`src/hdl/gh_pkg.sv`:
```
// ----------------------------------------------------------------------------
// gh_pkg
// Shared types and constants of the GHASH authenticator.
// ----------------------------------------------------------------------------
`default_nettype none

package gh_pkg;

  localparam int BLOCK_BITS  = 128;
  localparam int BLOCK_BYTES = 16;
  localparam int WORD_BITS   = 64;
  localparam int NBYTES_W    = 5;
  localparam int ACTION_W    = 2;
  localparam int CFG_INDEX_W = 1;

  // x^128 = x^7 + x^2 + x + 1, taps in the unreflected domain
  localparam logic [7:0] REDUCE_TAPS = 8'h87;

  localparam logic [CFG_INDEX_W-1:0] REG_KEY_HIGH = 1'b0;
  localparam logic [CFG_INDEX_W-1:0] REG_KEY_LOW  = 1'b1;

  typedef enum logic [ACTION_W-1:0] {
    ACT_AAD    = 2'd0,
    ACT_TEXT   = 2'd1,
    ACT_FINISH = 2'd2
  } action_t;

  // work handed from the input stage to the hash stage
  typedef struct packed {
    logic                  valid;
    logic                  finish;
    logic                  length_error;
    logic [BLOCK_BITS-1:0] block;
  } stage_t;

endpackage

`default_nettype wire

```
`src/hdl/gh_front.sv`:
```
// ----------------------------------------------------------------------------
// gh_front
// Input stage: byte masking, AAD and text byte counters with saturation,
// length block on finish, and the register feeding the hash stage.
// ----------------------------------------------------------------------------
`default_nettype none

module gh_front #(
  parameter int LEN_COUNT_WIDTH = 32
) (
  input  wire logic                              clk,
  input  wire logic                              rst_n,
  input  wire logic                              load,
  input  wire logic                              take,
  input  wire logic [gh_pkg::ACTION_W-1:0]       action,
  input  wire logic [gh_pkg::WORD_BITS-1:0]      data_high,
  input  wire logic [gh_pkg::WORD_BITS-1:0]      data_low,
  input  wire logic [gh_pkg::NBYTES_W-1:0]       valid_bytes,
  output gh_pkg::stage_t                         stage_r
);

  localparam int CW = LEN_COUNT_WIDTH;
  localparam logic [CW-1:0] COUNT_MAX = {CW{1'b1}};

  logic [CW-1:0] aad_cnt_r, aad_cnt_nxt;
  logic [CW-1:0] text_cnt_r, text_cnt_nxt;
  logic          ovf_r, ovf_nxt;
  gh_pkg::stage_t stage_nxt;

  logic [gh_pkg::NBYTES_W-1:0]   nbytes;
  logic [gh_pkg::BLOCK_BITS-1:0] masked;
  logic [gh_pkg::BLOCK_BITS-1:0] raw;
  logic [CW:0]                   aad_sum;
  logic [CW:0]                   text_sum;
  logic [gh_pkg::WORD_BITS-1:0]  aad_len_bits;
  logic [gh_pkg::WORD_BITS-1:0]  text_bits;

  always_comb begin
    nbytes = (valid_bytes > gh_pkg::NBYTES_W'(gh_pkg::BLOCK_BYTES)) ?
             gh_pkg::NBYTES_W'(gh_pkg::BLOCK_BYTES) : valid_bytes;
    raw    = {data_high, data_low};
    for (int j = 0; j < gh_pkg::BLOCK_BYTES; j++) begin
      masked[gh_pkg::BLOCK_BITS-1-8*j -: 8] =
        (gh_pkg::NBYTES_W'(j) < nbytes) ? raw[gh_pkg::BLOCK_BITS-1-8*j -: 8] : 8'h00;
    end
  end

  assign aad_sum      = {1'b0, aad_cnt_r}  + {{(CW+1-gh_pkg::NBYTES_W){1'b0}}, nbytes};
  assign text_sum     = {1'b0, text_cnt_r} + {{(CW+1-gh_pkg::NBYTES_W){1'b0}}, nbytes};
  assign aad_len_bits = {{(gh_pkg::WORD_BITS-CW-3){1'b0}}, aad_cnt_r, 3'b000};
  assign text_bits    = {{(gh_pkg::WORD_BITS-CW-3){1'b0}}, text_cnt_r, 3'b000};

  always_comb begin
    aad_cnt_nxt            = aad_cnt_r;
    text_cnt_nxt           = text_cnt_r;
    ovf_nxt                = ovf_r;
    stage_nxt              = stage_r;
    if (load) begin
      stage_nxt.valid        = 1'b0;
      stage_nxt.finish       = 1'b0;
      stage_nxt.length_error = ovf_r;
      stage_nxt.block        = masked;
      if (take) begin
        case (gh_pkg::action_t'(action))
          gh_pkg::ACT_AAD: begin
            if (nbytes != '0) begin
              stage_nxt.valid = 1'b1;
              if (aad_sum > {1'b0, COUNT_MAX}) begin
                aad_cnt_nxt = COUNT_MAX;
                ovf_nxt     = 1'b1;
              end else begin
                aad_cnt_nxt = aad_sum[CW-1:0];
              end
            end
          end
          gh_pkg::ACT_TEXT: begin
            if (nbytes != '0) begin
              stage_nxt.valid = 1'b1;
              if (text_sum > {1'b0, COUNT_MAX}) begin
                text_cnt_nxt = COUNT_MAX;
                ovf_nxt      = 1'b1;
              end else begin
                text_cnt_nxt = text_sum[CW-1:0];
              end
            end
          end
          gh_pkg::ACT_FINISH: begin
            stage_nxt.valid  = 1'b1;
            stage_nxt.finish = 1'b1;
            stage_nxt.block  = {aad_len_bits, text_bits};
            aad_cnt_nxt      = '0;
            text_cnt_nxt     = '0;
            ovf_nxt          = 1'b0;
          end
          default: begin
          end
        endcase
      end
    end
  end

  always_ff @(posedge clk) begin
    if (!rst_n) begin
      aad_cnt_r  <= '0;
      text_cnt_r <= '0;
      ovf_r      <= 1'b0;
      stage_r    <= '0;
    end else begin
      aad_cnt_r  <= aad_cnt_nxt;
      text_cnt_r <= text_cnt_nxt;
      ovf_r      <= ovf_nxt;
      stage_r    <= stage_nxt;
    end
  end

endmodule

`default_nettype wire

```
`config.mk`:
```
export PLATFORM = sky130hd
export DESIGN_NAME = gh_front
export DESIGN_NICKNAME = d
export VERILOG_FILES = /design/src/hdl/gh_pkg.sv /design/src/hdl/gh_front.sv
export SDC_FILE = /design/constraint.sdc
export NUM_CORES = 1
export LEC_CHECK = 0
export BUFFER_PORTS_ARGS = -buffer_cell sky130_fd_sc_hd__buf_4
export CAP_MARGIN = 20
export CORE_ASPECT_RATIO = 0.9
export CORE_UTILIZATION = 40
export DETAILED_ROUTE_END_ITERATION = 16
export GPL_ROUTABILITY_DRIVEN = 0
export PLACE_DENSITY_LB_ADDON = 0.08
export SYNTH_ARGS = -nofsm -noshare
export SYNTH_HDL_FRONTEND = slang
export SYNTH_SLANG_ARGS = --single-unit
```
`constraint.sdc`:
```
create_clock -name clk -period 2.75 [get_ports clk]
set_input_delay 0.55 -clock clk [delete_from_list [all_inputs] [get_ports clk]]
set_output_delay 0.55 -clock clk [all_outputs]
set_load 0.02 [all_outputs]
```
== After elaboration in Yosys (flattened, before gate mapping) ==
Index checks and enable logic that the tools add are counted.

* Register bits: 196
* Input bits: 139
* Output and inout port bits: 131
* Word-level logic and storage cells: 77

* Add/subtract/negate cells: 2
* Magnitude comparators: 19
* Equality and inequality tests: 6
* Multiplexer cells: 34
* Reductions and logical operators: 9

{| class="wikitable"
|+ Operator list
! cell !! count
|-
| 128-bit two-way mux || 2
|-
| 32-bit two-way mux || 4
|-
| 8-bit two-way mux || 16
|-
| 32-bit one-hot mux with 2 select lines || 2
|-
| 32-bit by 5-bit adder with 33-bit output || 2
|-
| 33-bit by 32-bit greater-than comparator with 1-bit output, second input constant || 2
|-
| 4-bit by 5-bit less-than comparator with 1-bit output, first input constant || 8
|-
| 3-bit by 5-bit less-than comparator with 1-bit output, first input constant || 4
|-
| 1-bit by 5-bit less-than comparator with 1-bit output, first input constant || 2
|-
| 2-bit by 5-bit less-than comparator with 1-bit output, first input constant || 2
|-
| 2-bit inequality test, second input constant || 4
|-
| 4-bit AND reduction || 2
|-
| 7-bit AND reduction || 1
|-
| 1-bit two-way mux || 6
|-
| 5-bit greater-than comparator, second input constant || 1
|-
| 5-bit two-way mux || 1
|-
| 5-bit nonzero test || 1
|-
| 2-bit nonzero test || 2
|-
| 1-bit one-hot mux with 3 select lines || 1
|-
| 3-bit nonzero test || 1
|-
| 2-bit by 1-bit equality test with 1-bit output, second input constant || 1
|-
| 2-bit equality test, second input constant || 1
|-
| 2-bit logical NOT || 1
|-
| 2-bit two-way mux || 1
|-
| 2 further kinds || 2
|}

== Logic depth before layout (Yosys ltp) ==
Gate-level depths: netlist of the first run.

* Depth in word-level cells: 7
* Gate-level depth with buffers: 13
* Gate-level depth less buffers: 9

== Worst setup path after synthesis of the first run ==
Ideal clock, no wire load.

* Path kind: input port to flip-flop
* Start point: input port valid_bytes[4] in the netlist's numbering
* End point: register text_cnt_r[2]
* Setup time: 132 ps
* Arrival: 2830 ps
* Data required time: 2618 ps
* Setup slack: -213 ps
* Stages on the path: 13
* Path buffers: 4
* Cell sequence: buf_6 buf_2 clkbuf_1 nor2b_1 ha_1 ha_1 a221o_1 o2111a_1 a21oi_1 nor3_2 buf_2 o21ai_0 a21oi_1

* Cells in the longest elaborated chain, start to end: 7
* Elaborated cells between the ends (all ways): 10
* Classes of those cells: 1 x add/sub; 2 x order compare; 1 x eq/ne; 4 x mux; 2 x reduce/logical

{| class="wikitable"
|+ RTL lines
! element !! RTL line !! source
|-
| start, declared || gh_front.sv:18 || <nowiki>input wire logic [gh_pkg::NBYTES_W-1:0] valid_bytes,</nowiki>
|-
| 5-bit greater-than comparator || gh_front.sv:39 || <nowiki>nbytes = (valid_bytes > gh_pkg::NBYTES_W'(gh_pkg::BLOCK_BYTES)) ?</nowiki>
|-
| 5-bit two-way mux (*) || gh_front.sv:39 ||
|-
| 32-bit by 5-bit adder with 33-bit output || gh_front.sv:49 || <nowiki>assign text_sum = {1'b0, text_cnt_r} + {{(CW+1-gh_pkg::NBYTES_W){1'b0}}, nbytes};</nowiki>
|-
| 33-bit by 32-bit greater-than comparator with 1-bit output || gh_front.sv:79 || <nowiki>if (text_sum > {1'b0, COUNT_MAX}) begin</nowiki>
|-
| 32-bit two-way mux || gh_front.sv:79 ||
|-
| 32-bit two-way mux || gh_front.sv:77 || <nowiki>if (nbytes != '0) begin</nowiki>
|-
| 32-bit one-hot mux with 2 select lines || gh_front.sv:64 || <nowiki>case (gh_pkg::action_t'(action))</nowiki>
|-
| end signal, assigned || gh_front.sv:110 || <nowiki>text_cnt_r <= text_cnt_nxt;</nowiki>
|-
| end, declared || gh_front.sv:26 || <nowiki>logic [CW-1:0] text_cnt_r, text_cnt_nxt;</nowiki>
|}

Every way passes the cells marked *; elsewhere a longest branch is shown, timed or not. The select of a mux whose other input is x is not followed.
A chain may end at the register's enable or synchronous reset.

== Worst setup path in the final report of the first run ==
* Start point: register text_cnt_r[18]
* End point: register text_cnt_r[2]

* Cells in the longest elaborated chain, start to end: 5

{| class="wikitable"
|+ RTL lines
! element !! RTL line
|-
| 32-bit by 5-bit adder with 33-bit output || gh_front.sv:49
|-
| 33-bit by 32-bit greater-than comparator with 1-bit output || gh_front.sv:79
|-
| 32-bit two-way mux || gh_front.sv:79
|-
| 32-bit two-way mux || gh_front.sv:77
|-
| 32-bit one-hot mux with 2 select lines || gh_front.sv:64
|}

No other way between the ends. The select of a mux whose other input is x is not followed.

==> impl_metrics.tcl, run 1 <==
set metrics [dict create \
    outcome "complete, no violations" \
    grt_usage 0.283 \
    critical_path.slowest_cell "nor3_2" \
    wl_per_cell_um 20.4 \
    hold_path_class "input pin to register" \
    setup_violations 0 \
    start_kind "register" \
    fp.dieW_um 163 \
    synth_nets 1247 \
    synth_top_area_share 0.423 \
    fill_cells 2148 \
    post-route-period-util 0.914 \
    power_leakage_nw 5.22 \
    die_y_um 146 \
    synthAdderAreaFrac 0.0108 \
    yosysWarnings 0 \
    ant_nets 0 \
    ctsLongestPathBuffers 2 \
    grt-ovfl-total 0 \
    crit_arrival_ns 2.88 \
    hpwlAfterDp_um 25200 \
    postLayoutCoreUtil 0.553 \
    holdPathStages 3 \
    slew_headroom 0.424 \
    total_power_mw 6.48 \
    syn-instance-count 1100 \
    synth-seq-cells 196 \
    final.setup_skew_ns 0.0186 \
    cts_root_buf "clkbuf_16" \
    yosys.area.top_type "dfxtp_1" \
    ir_worst_vdd_v 0.000371 \
    synth_compound_area_frac 0.277 \
    grt_pass1_vias 8803 \
    grt_max_degree 117 \
    pin_count 270 \
    yosysMostFrequentCell "dfxtp_1" \
    synth_ff_type "dfxtp_1" \
    drtIter0Drc 1177 \
    dr_total_vias 9842 \
    drt_pass1_iterations 6 \
    syn2layout_area_growth_pct 35.0 \
    drive_gt1_frac 0.288 \
    timing_max_transition_violations_final 0 \
    crit_buf_inv 0 \
    htreeDepth 4 \
    synth_edf_count 0 \
    cp.required_ns 3.11 \
    tritoncts "done" \
    via_per_inst 5.84 \
    min_period_ns 2.51 \
    synthMuxAreaShare 0.00648 \
    max_clock_freq_ghz 0.398 \
    core_um2 22600 \
    yosysSeqAreaShare 0.423 \
    cts.sinks 196 \
    routed_wl_um 34300 \
    clkSlewWorstSetupHoldPaths_ns 0.09 \
    initial_core_util 0.410 \
    syn_area_um2 9280 \
    nNetsFinal 1521 \
    drv_cap 0 \
    syn_area_per_cell_um2 8.43 \
    crit_fanout 13 \
    grt_pass1_wl_um 52000 \
    synth_cell_types 77 \
    core.rowCount 52 \
    cts_made_buffers 17 \
    critical_path_class "register to register" \
    clk_latency_ns 0.45 \
    synth_common_cells "dfxtp_1 (196), nor2_1 (163), nand2_1 (65)" \
    holdBufCountCts 0 \
    yosys.area_share.simple 0.229 \
    path_delay_family "simple AND/OR/NAND/NOR gates" \
    cp-end-kind "register" \
    drc_errors 0 \
    io_buffers 269 \
    fp.dieArea_um2 23800 \
    antenna_found_initial 3 \
    max_stage_delay_ns 0.67 \
    synth_area_leaders "dfxtp_1 (42%), nor2_1 (6.6%), a22oi_1 (4.9%)" \
    rsz0062_at_grt "no" \
    synth_top_family_by_area "compound AO/OA/AOI/OAI gates" \
    final-hold-violation-count 0 \
    synth_xor_area_frac 0.00472 \
    power_density_nw_per_um2 517 \
    cts_resized 0 \
    worstPathCellList "nand4_1, or4b_4, nor3_2, o21ai_0, a21oi_1" \
    crit_cells 5 \
    synthArstFlopShare 0 \
    reg2reg_depth 5 \
    cts_setup_buffers 0 \
    tightest_slew_ns 0.864 \
]
## through the flow
stage	cells	hold WS (ns)	worst slack, ns	setup TNS [ns]	instance area (µm²)
after floorplan	1100	0.435	0.000721	0	9340
after global placement	1651	0.450	-0.139	-0.637	11900
after detailed placement	1651	0.458	-0.171	-2.16	11900
after CTS	1683	0.313	0.237	0	12500
after global routing	1686	0.319	0.0794	0	12500
final	1686	0.326	0.236	0	12500
## cells in the final DEF (no fill, tap or decap), types with 4 or more instances in the layout
cell       instances
buf_4            332
dfxtp_1          196
nor2_1           163
nand2_1           65
a21oi_1           63
a22oi_1           61
o21ai_0           49
a221oi_1          48
nand3_1           41
and3_1            40
nor3_1            31
nand4_1           27
inv_1             23
clkbuf_16         17
a31oi_1           13
a222oi_1          13
o211ai_1          11
and2_1            10
a21o_1            10
a22o_1             9
nor4_1             9
a311oi_1           7
clkinv_8           7
nand2b_1           6
o31a_1             6
or4_1              6
o21a_1             6
o22ai_1            6
mux2i_1            6
nand2_2            5
and4_1             5
o2bb2ai_1          5
xnor2_1            4
or3_1              4
o2111ai_1          4
o311ai_0           4
ha_1               4
buf_12             4
## state kept, by name, summed over array words and instances (netlist names)
register / count
stage_r: 131
text_cnt_r: 32
ovf_r: 1
aad_cnt_r: 32
## kinds of logic after synthesis
| kind of cell | after synthesis |
|---|---|
| simple gates | 429 |
| compound gates | 349 |
| flops | 196 |
| buf+inv | 107 |
| fa+ha+maj | 8 |
| mux | 6 |
| xor+xnor | 5 |
## area by class of cell
cell class	count	area, µm²	area share
Multi-Input combinational cell	797	4930	0.394
Sequential cell	196	3920	0.313
Timing Repair Buffer	337	2580	0.206
Clock buffer	18	429	0.0343
Tap cell	297	372	0.0297
Clock inverter	14	183	0.0146
Inverter	25	98.8	0.00789
Antenna cell	2	5.00	0.000400
## per-layer routing
layer  GRT usage  vias to the layer above  routed length (µm)
met5           0                        -                  17
met4      0.0863                        2                 524
met3      0.0565                       33                2570
met2       0.430                      435               15300
met1       0.399                     4658               15900
li1            -                     4714                   -
## tightest hold or removal path, cell delays in order
cell	delay [ns]
buf_4	0.08
a22oi_1	0.05
nor2_1	0.07
## path summary, 6_finish.rpt
path | from | end | slack [ns]
worst max-delay path | text_cnt_r[18] | text_cnt_r[2] | 0.24
worst max register to register | text_cnt_r[18] | text_cnt_r[2] | 0.24
worst min-delay path | data_high[39] | stage_r[103] | 0.33
worst min register to register | stage_r[1] | stage_r[1] | 0.47
## power breakdown
group	internal (mW)	leakage (nW)	switching, mW
Sequential	2.93	1.60	0.0529
Clock	1.24	0.294	1.31
Combinational	0.413	3.32	0.529
(Power assumes the default switching activity.)
==> inputs of run 2 (changes only) <==
- ABC_AREA: not set -> 1
- SKIP_CTS_REPAIR_TIMING: not set -> 1
==> impl_metrics.tcl, run 2 <==
set metrics [dict create \
    outcome "complete, no violations" \
    yosysWarnings 0 \
    crit_fanout 28 \
    switchingPower_mw 1.80 \
    timing_max_transition_violations_final 0 \
    synth_compound_area_frac 0.160 \
    core.rowCount 54 \
    grt_pass1_wl_um 55300 \
    synthArstFlopShare 0 \
    layout_commonest_cell "nand2_1" \
    nNetsFinal 1947 \
    hold_path_class "input pin to register" \
    synth_edf_count 0 \
    synth_common_cells "nand2_1 (541), dfxtp_1 (196), a21oi_1 (130)" \
    drv_cap 0 \
    grt-ovfl-total 0 \
    via_per_inst 5.21 \
    clkSlewWorstSetupHoldPaths_ns 0.08 \
    syn_area_per_cell_um2 6.54 \
    layout.cells.non_filler 2148 \
    clk_latency_ns 0.45 \
    cts_made_buffers 17 \
    cts.sinks 196 \
    rrSetupSlack_ns 0.60 \
    pwr-share-clk 0.393 \
    synth_area_leaders "dfxtp_1 (39%), nand2_1 (20%), a21oi_1 (6.4%)" \
    ctsLongestPathBuffers 2 \
    largest_reg_flops 131 \
    drive_gt1_frac 0.204 \
    regArea_um2 3920 \
    final.setup_skew_ns 0.0147 \
    cp.required_ns 3.13 \
    place_area_um2 12600 \
    placed_cells 2117 \
    initial_core_util 0.413 \
    multi_input_area_um2 5450 \
    tightest_slew_ns 0.698 \
    drc_errors 0 \
    synth_cell_types 46 \
    grt_max_degree 125 \
    reg_top3 "stage_r: 131 flops, aad_cnt_r: 32 flops, text_cnt_r: 32 flops" \
    syn-instance-count 1554 \
    fp.dieW_um 170 \
    syn2layout_area_growth_pct 29.9 \
    syn_area_um2 10200 \
    holdPathStages 3 \
    ir_worst_vdd_v 0.000439 \
    yosys.area_share.simple 0.347 \
    tritoncts "done" \
    internal_power_mw 4.61 \
    synthMuxAreaShare 0 \
    synth_top_family_by_area "simple AND/OR/NAND/NOR gates" \
    crit_arrival_ns 2.72 \
    rr_startpoint "aad_cnt_r[16]" \
    ant_nets 0 \
    final-hold-violation-count 0 \
    max_clock_freq_ghz 0.427 \
    yosysSeqAreaShare 0.386 \
    switching_share 0.280 \
    hold_end "stage_r[47]" \
    routed_wl_um 35200 \
    hold_start "data_low[47]" \
    grt_usage 0.268 \
    yosysMostFrequentCell "nand2_1" \
    wl_per_cell_um 16.4 \
    diodes 0 \
    drtIter0Drc 864 \
    power_density_nw_per_um2 485 \
    p_seq_frac 0.466 \
    synth_top_area_share 0.386 \
    total_power_mw 6.41 \
    slew_headroom 0.533 \
    p_comb_frac 0.141 \
    cts_root_buf "clkbuf_16" \
    start_kind "input pin" \
    hpwlAfterDp_um 25500 \
    fill_cells 2548 \
    fin_area_um2 13200 \
    pin_count 270 \
    reg2reg_to "ovf_r" \
    rsz0062_at_grt "no" \
    die_y_um 153 \
    yosys.area.top_type "dfxtp_1" \
    htreeDepth 4 \
    top_register "stage_r" \
    drt_pass1_iterations 5 \
    reg2reg_depth 9 \
    cp-end-kind "register" \
    io_buffers 269 \
    fp.dieArea_um2 26100 \
    min_period_ns 2.34 \
    grt_pass1_vias 10300 \
    synth_nets 1701 \
    antenna_found_initial 1 \
    power_leakage_nw 5.60 \
    synth_xor_area_frac 0.0181 \
    dr_total_vias 11200 \
    setup_violations 0 \
    core_um2 24600 \
    post-route-period-util 0.851 \
    synth-seq-cells 196 \
    synth_ff_type "dfxtp_1" \
    critical_path_class "input pin to register" \
    synthAdderAreaFrac 0.00985 \
    final_cell_mix "nand2_1 (541), buf_4 (296), dfxtp_1 (196)" \
]
-- run 2: changes by cell type after synthesis, sizes merged, moves of 37 or more --
cell and change:
nand2 +480, a22oi -53, nand3 +70, a21oi +68, nor2 -56, a221oi -41, inv +100, and3 -38
a31oi +37
-- run 2: critical path: stages --
cell     delay (ns)
buf_4          0.12
inv_1          0.08
nand3_1        0.08
a21oi_1        0.30
ha_1           0.26
ha_1           0.15
inv_1          0.05
nand2_2        0.10
nand3_1        0.10
nand2_1        0.09
nand3_2        0.08
nand2_2        0.11
nand4_4        0.10
buf_12         0.19
o21ai_0        0.16
nand2_1        0.06
a21oi_1        0.11
-- run 2: stage by stage --
| stage | TNS [ns] | hold slack (ns) | worst slack [ns] | utilization |
|---|---|---|---|---|
| floorplan | 0 | 0.432 | 0.249 | - |
| global placement | 0 | 0.453 | 0.0205 | 0.514 |
| detailed placement | -0.111 | 0.455 | -0.0312 | 0.514 |
| CTS | 0 | 0.323 | 0.428 | 0.537 |
| global route | 0 | 0.337 | 0.170 | 0.537 |
| finish | 0 | 0.337 | 0.409 | 0.537 |
-- run 2: power by group through the flow --
stage | registers (mW) | clock network, mW | logic (mW)
2_1_floorplan | 3.17 | 0 | 0.332
3_3_place_gp | 3.05 | 0 | 0.901
3_5_place_dp | 3.05 | 0 | 0.907
4_1_cts | 2.99 | 2.57 | 0.909
5_1_grt | 3.00 | 2.66 | 0.979
6_report | 2.99 | 2.52 | 0.903
-- run 2: worst max path at each step --
| stage | cells past startpoint | start | slack (ns) | to |
|---|---|---|---|---|
| after global routing | 17 | valid_bytes[3] | 0.17 | text_cnt_r[3] |
| after CTS | 17 | valid_bytes[0] | 0.43 | text_cnt_r[2] |
| after global placement | 14 | valid_bytes[4] | 0.02 | text_cnt_r[13] |
| after detailed placement | 17 | valid_bytes[0] | -0.03 | text_cnt_r[2] |
| after floorplan | 17 | valid_bytes[1] | 0.25 | text_cnt_r[23] |
| final | 17 | valid_bytes[0] | 0.41 | text_cnt_r[2] |
-- run 2: metal layers --
layer / wire length [µm] / GRT usage / share of wire
met1: 15600 / 0.347 / 0.44
met2: 16900 / 0.446 / 0.48
met3: 1770 / 0.0479 / 0.050
met4: 881 / 0.0922 / 0.025
met5: 17 / 0 / 0.00048
-- run 2: logic make-up after synthesis --
family | count (synthesis)
buf+inv | 202
xor+xnor | 21
simple gates | 837
flops | 196
compound gates | 290
fa+ha+maj | 8
-- run 2: final cells by class --
type | instances | share of cell area
multi-input combinational | 1156 | 0.413
tap | 336 | 0.0318
sequential | 196 | 0.297
inverter | 126 | 0.0366
timing repair buffer | 303 | 0.179
clock buffer | 20 | 0.0338
clock inverter | 11 | 0.00891
==> inputs of run 3 (changes only) <==
- CORE_UTILIZATION: 40 -> 48
- SKIP_LAST_GASP: not set -> 1
==> impl_metrics.tcl, run 3 (synthesis results as in run 2) <==
set metrics [dict create \
    outcome "complete, no violations" \
    cts_made_buffers 17 \
    postLayoutCoreUtil 0.632 \
    internal_power_mw 4.52 \
    final-hold-violation-count 0 \
    cts_root_buf "clkbuf_16" \
    tightest_slew_ns 0.620 \
    io_buffers 269 \
    holdPathStages 3 \
    nNetsFinal 1947 \
    p_comb_frac 0.141 \
    fp.dieW_um 155 \
    final_cell_mix "nand2_1 (541), buf_4 (297), dfxtp_1 (196)" \
    ir_worst_vdd_v 0.000319 \
    ant_nets 0 \
    timing_max_transition_violations_final 0 \
    drtIter0Drc 1002 \
    htreeDepth 4 \
    hold_ws_ns 0.336 \
    cp.required_ns 3.13 \
    pwr-share-clk 0.389 \
    routed_wl_um 33500 \
    grt_usage 0.306 \
    drt_pass1_iterations 6 \
    dr_total_vias 11300 \
    min_period_ns 2.35 \
    power_leakage_nw 5.60 \
    grt_pass1_vias 10400 \
    drc_errors 0 \
    tritoncts "done" \
    clk_latency_ns 0.45 \
    grt-ovfl-total 0 \
    fp.dieArea_um2 21800 \
    drv_cap 0 \
    reg_top3 "stage_r: 131 flops, aad_cnt_r: 32 flops, text_cnt_r: 32 flops" \
    slew_headroom 0.586 \
    layout_commonest_cell "nand2_1" \
    antenna_found_initial 0 \
    die_y_um 140 \
    cp-end-kind "register" \
    diodes 0 \
    final.setup_skew_ns 0.00806 \
    rr_startpoint "aad_cnt_r[16]" \
    reg2reg_depth 9 \
    top_register "stage_r" \
    grt_pass1_wl_um 53200 \
    via_per_inst 5.37 \
    cts.sinks 196 \
    hold_end "stage_r[44]" \
    pin_count 270 \
    rrSetupSlack_ns 0.58 \
    clkSlewWorstSetupHoldPaths_ns 0.08 \
    crit_arrival_ns 2.73 \
    power_density_nw_per_um2 485 \
    reg2reg_to "ovf_r" \
    p_seq_frac 0.470 \
    ctsLongestPathBuffers 2 \
    hold_path_class "input pin to register" \
    setup_violations 0 \
    syn2layout_area_growth_pct 29.1 \
    rsz0062_at_grt "no" \
    hpwlAfterDp_um 24400 \
    grt_max_degree 125 \
    switchingPower_mw 1.85 \
    critical_path_class "input pin to register" \
    total_power_mw 6.37 \
    hold_start "data_low[44]" \
    switching_share 0.290 \
    start_kind "input pin" \
    tns_ns 0 \
    max_clock_freq_ghz 0.425 \
    initial_core_util 0.489 \
    core.rowCount 50 \
    largest_reg_flops 131 \
    drive_gt1_frac 0.205 \
    crit_fanout 22 \
    core_um2 20800 \
    post-route-period-util 0.856 \
    wl_per_cell_um 16.0 \
]
==> run 3: metal layers <==
layer,wire [µm],global-route usage
met1,14300,0.397
met2,16200,0.504
met3,2030,0.0563
met4,1020,0.118
met5,0,0
==> run 3: worst max-delay path by stage <==
stage,from,to,slack [ns],depth (start not counted)
final,valid_bytes[0],ovf_r,0.40,17
after global routing,valid_bytes[3],text_cnt_r[28],0.14,19
after CTS,valid_bytes[3],ovf_r,0.43,17
after detailed placement,valid_bytes[0],ovf_r,-0.03,17
after global placement,valid_bytes[3],ovf_r,0.04,17
after floorplan,valid_bytes[1],text_cnt_r[23],0.25,17
==> run 3: per-stage QoR <==
stage,setup WS (ns),cell area (µm²),cells
2_1_floorplan,0.249,10200,1554
3_3_place_gp,0.0363,12500,2066
3_5_place_dp,-0.0295,12500,2066
4_1_cts,0.429,13100,2098
5_1_grt,0.138,13100,2099
6_report,0.396,13100,2099
==> run 3: worst max-delay path: stages <==
cell and delay [ns]:
buf_4 0.12, inv_1 0.09, nand3_1 0.09, a21oi_1 0.31, ha_1 0.27, ha_1 0.15, inv_1 0.03, nand2_1 0.08
inv_2 0.05, o21bai_4 0.14, nand3_2 0.10, nand2_4 0.10, nand3_2 0.07, buf_4 0.24, a21oi_1 0.15, nand2_1 0.06
a21oi_1 0.11
==> run 3: power by group through the flow <==
stage                     Combinational, mW  Sequential [mW]  Clock (mW)
after floorplan                       0.332             3.17           0
after global placement                0.886             3.05           0
after detailed placement              0.895             3.05           0
after CTS                             0.897             2.99        2.51
after global routing                  0.969             3.00        2.61
final                                 0.899             2.99        2.48
==> run 3: cell type report <==
cell class	instances	area, µm²
flip-flops and latches	196	3920
multi-input cells	1156	5450
well taps	286	358
clock inverters	14	143
inverters	126	483
repair buffers	303	2340
fillers	1983	7640
clock buffers	18	429
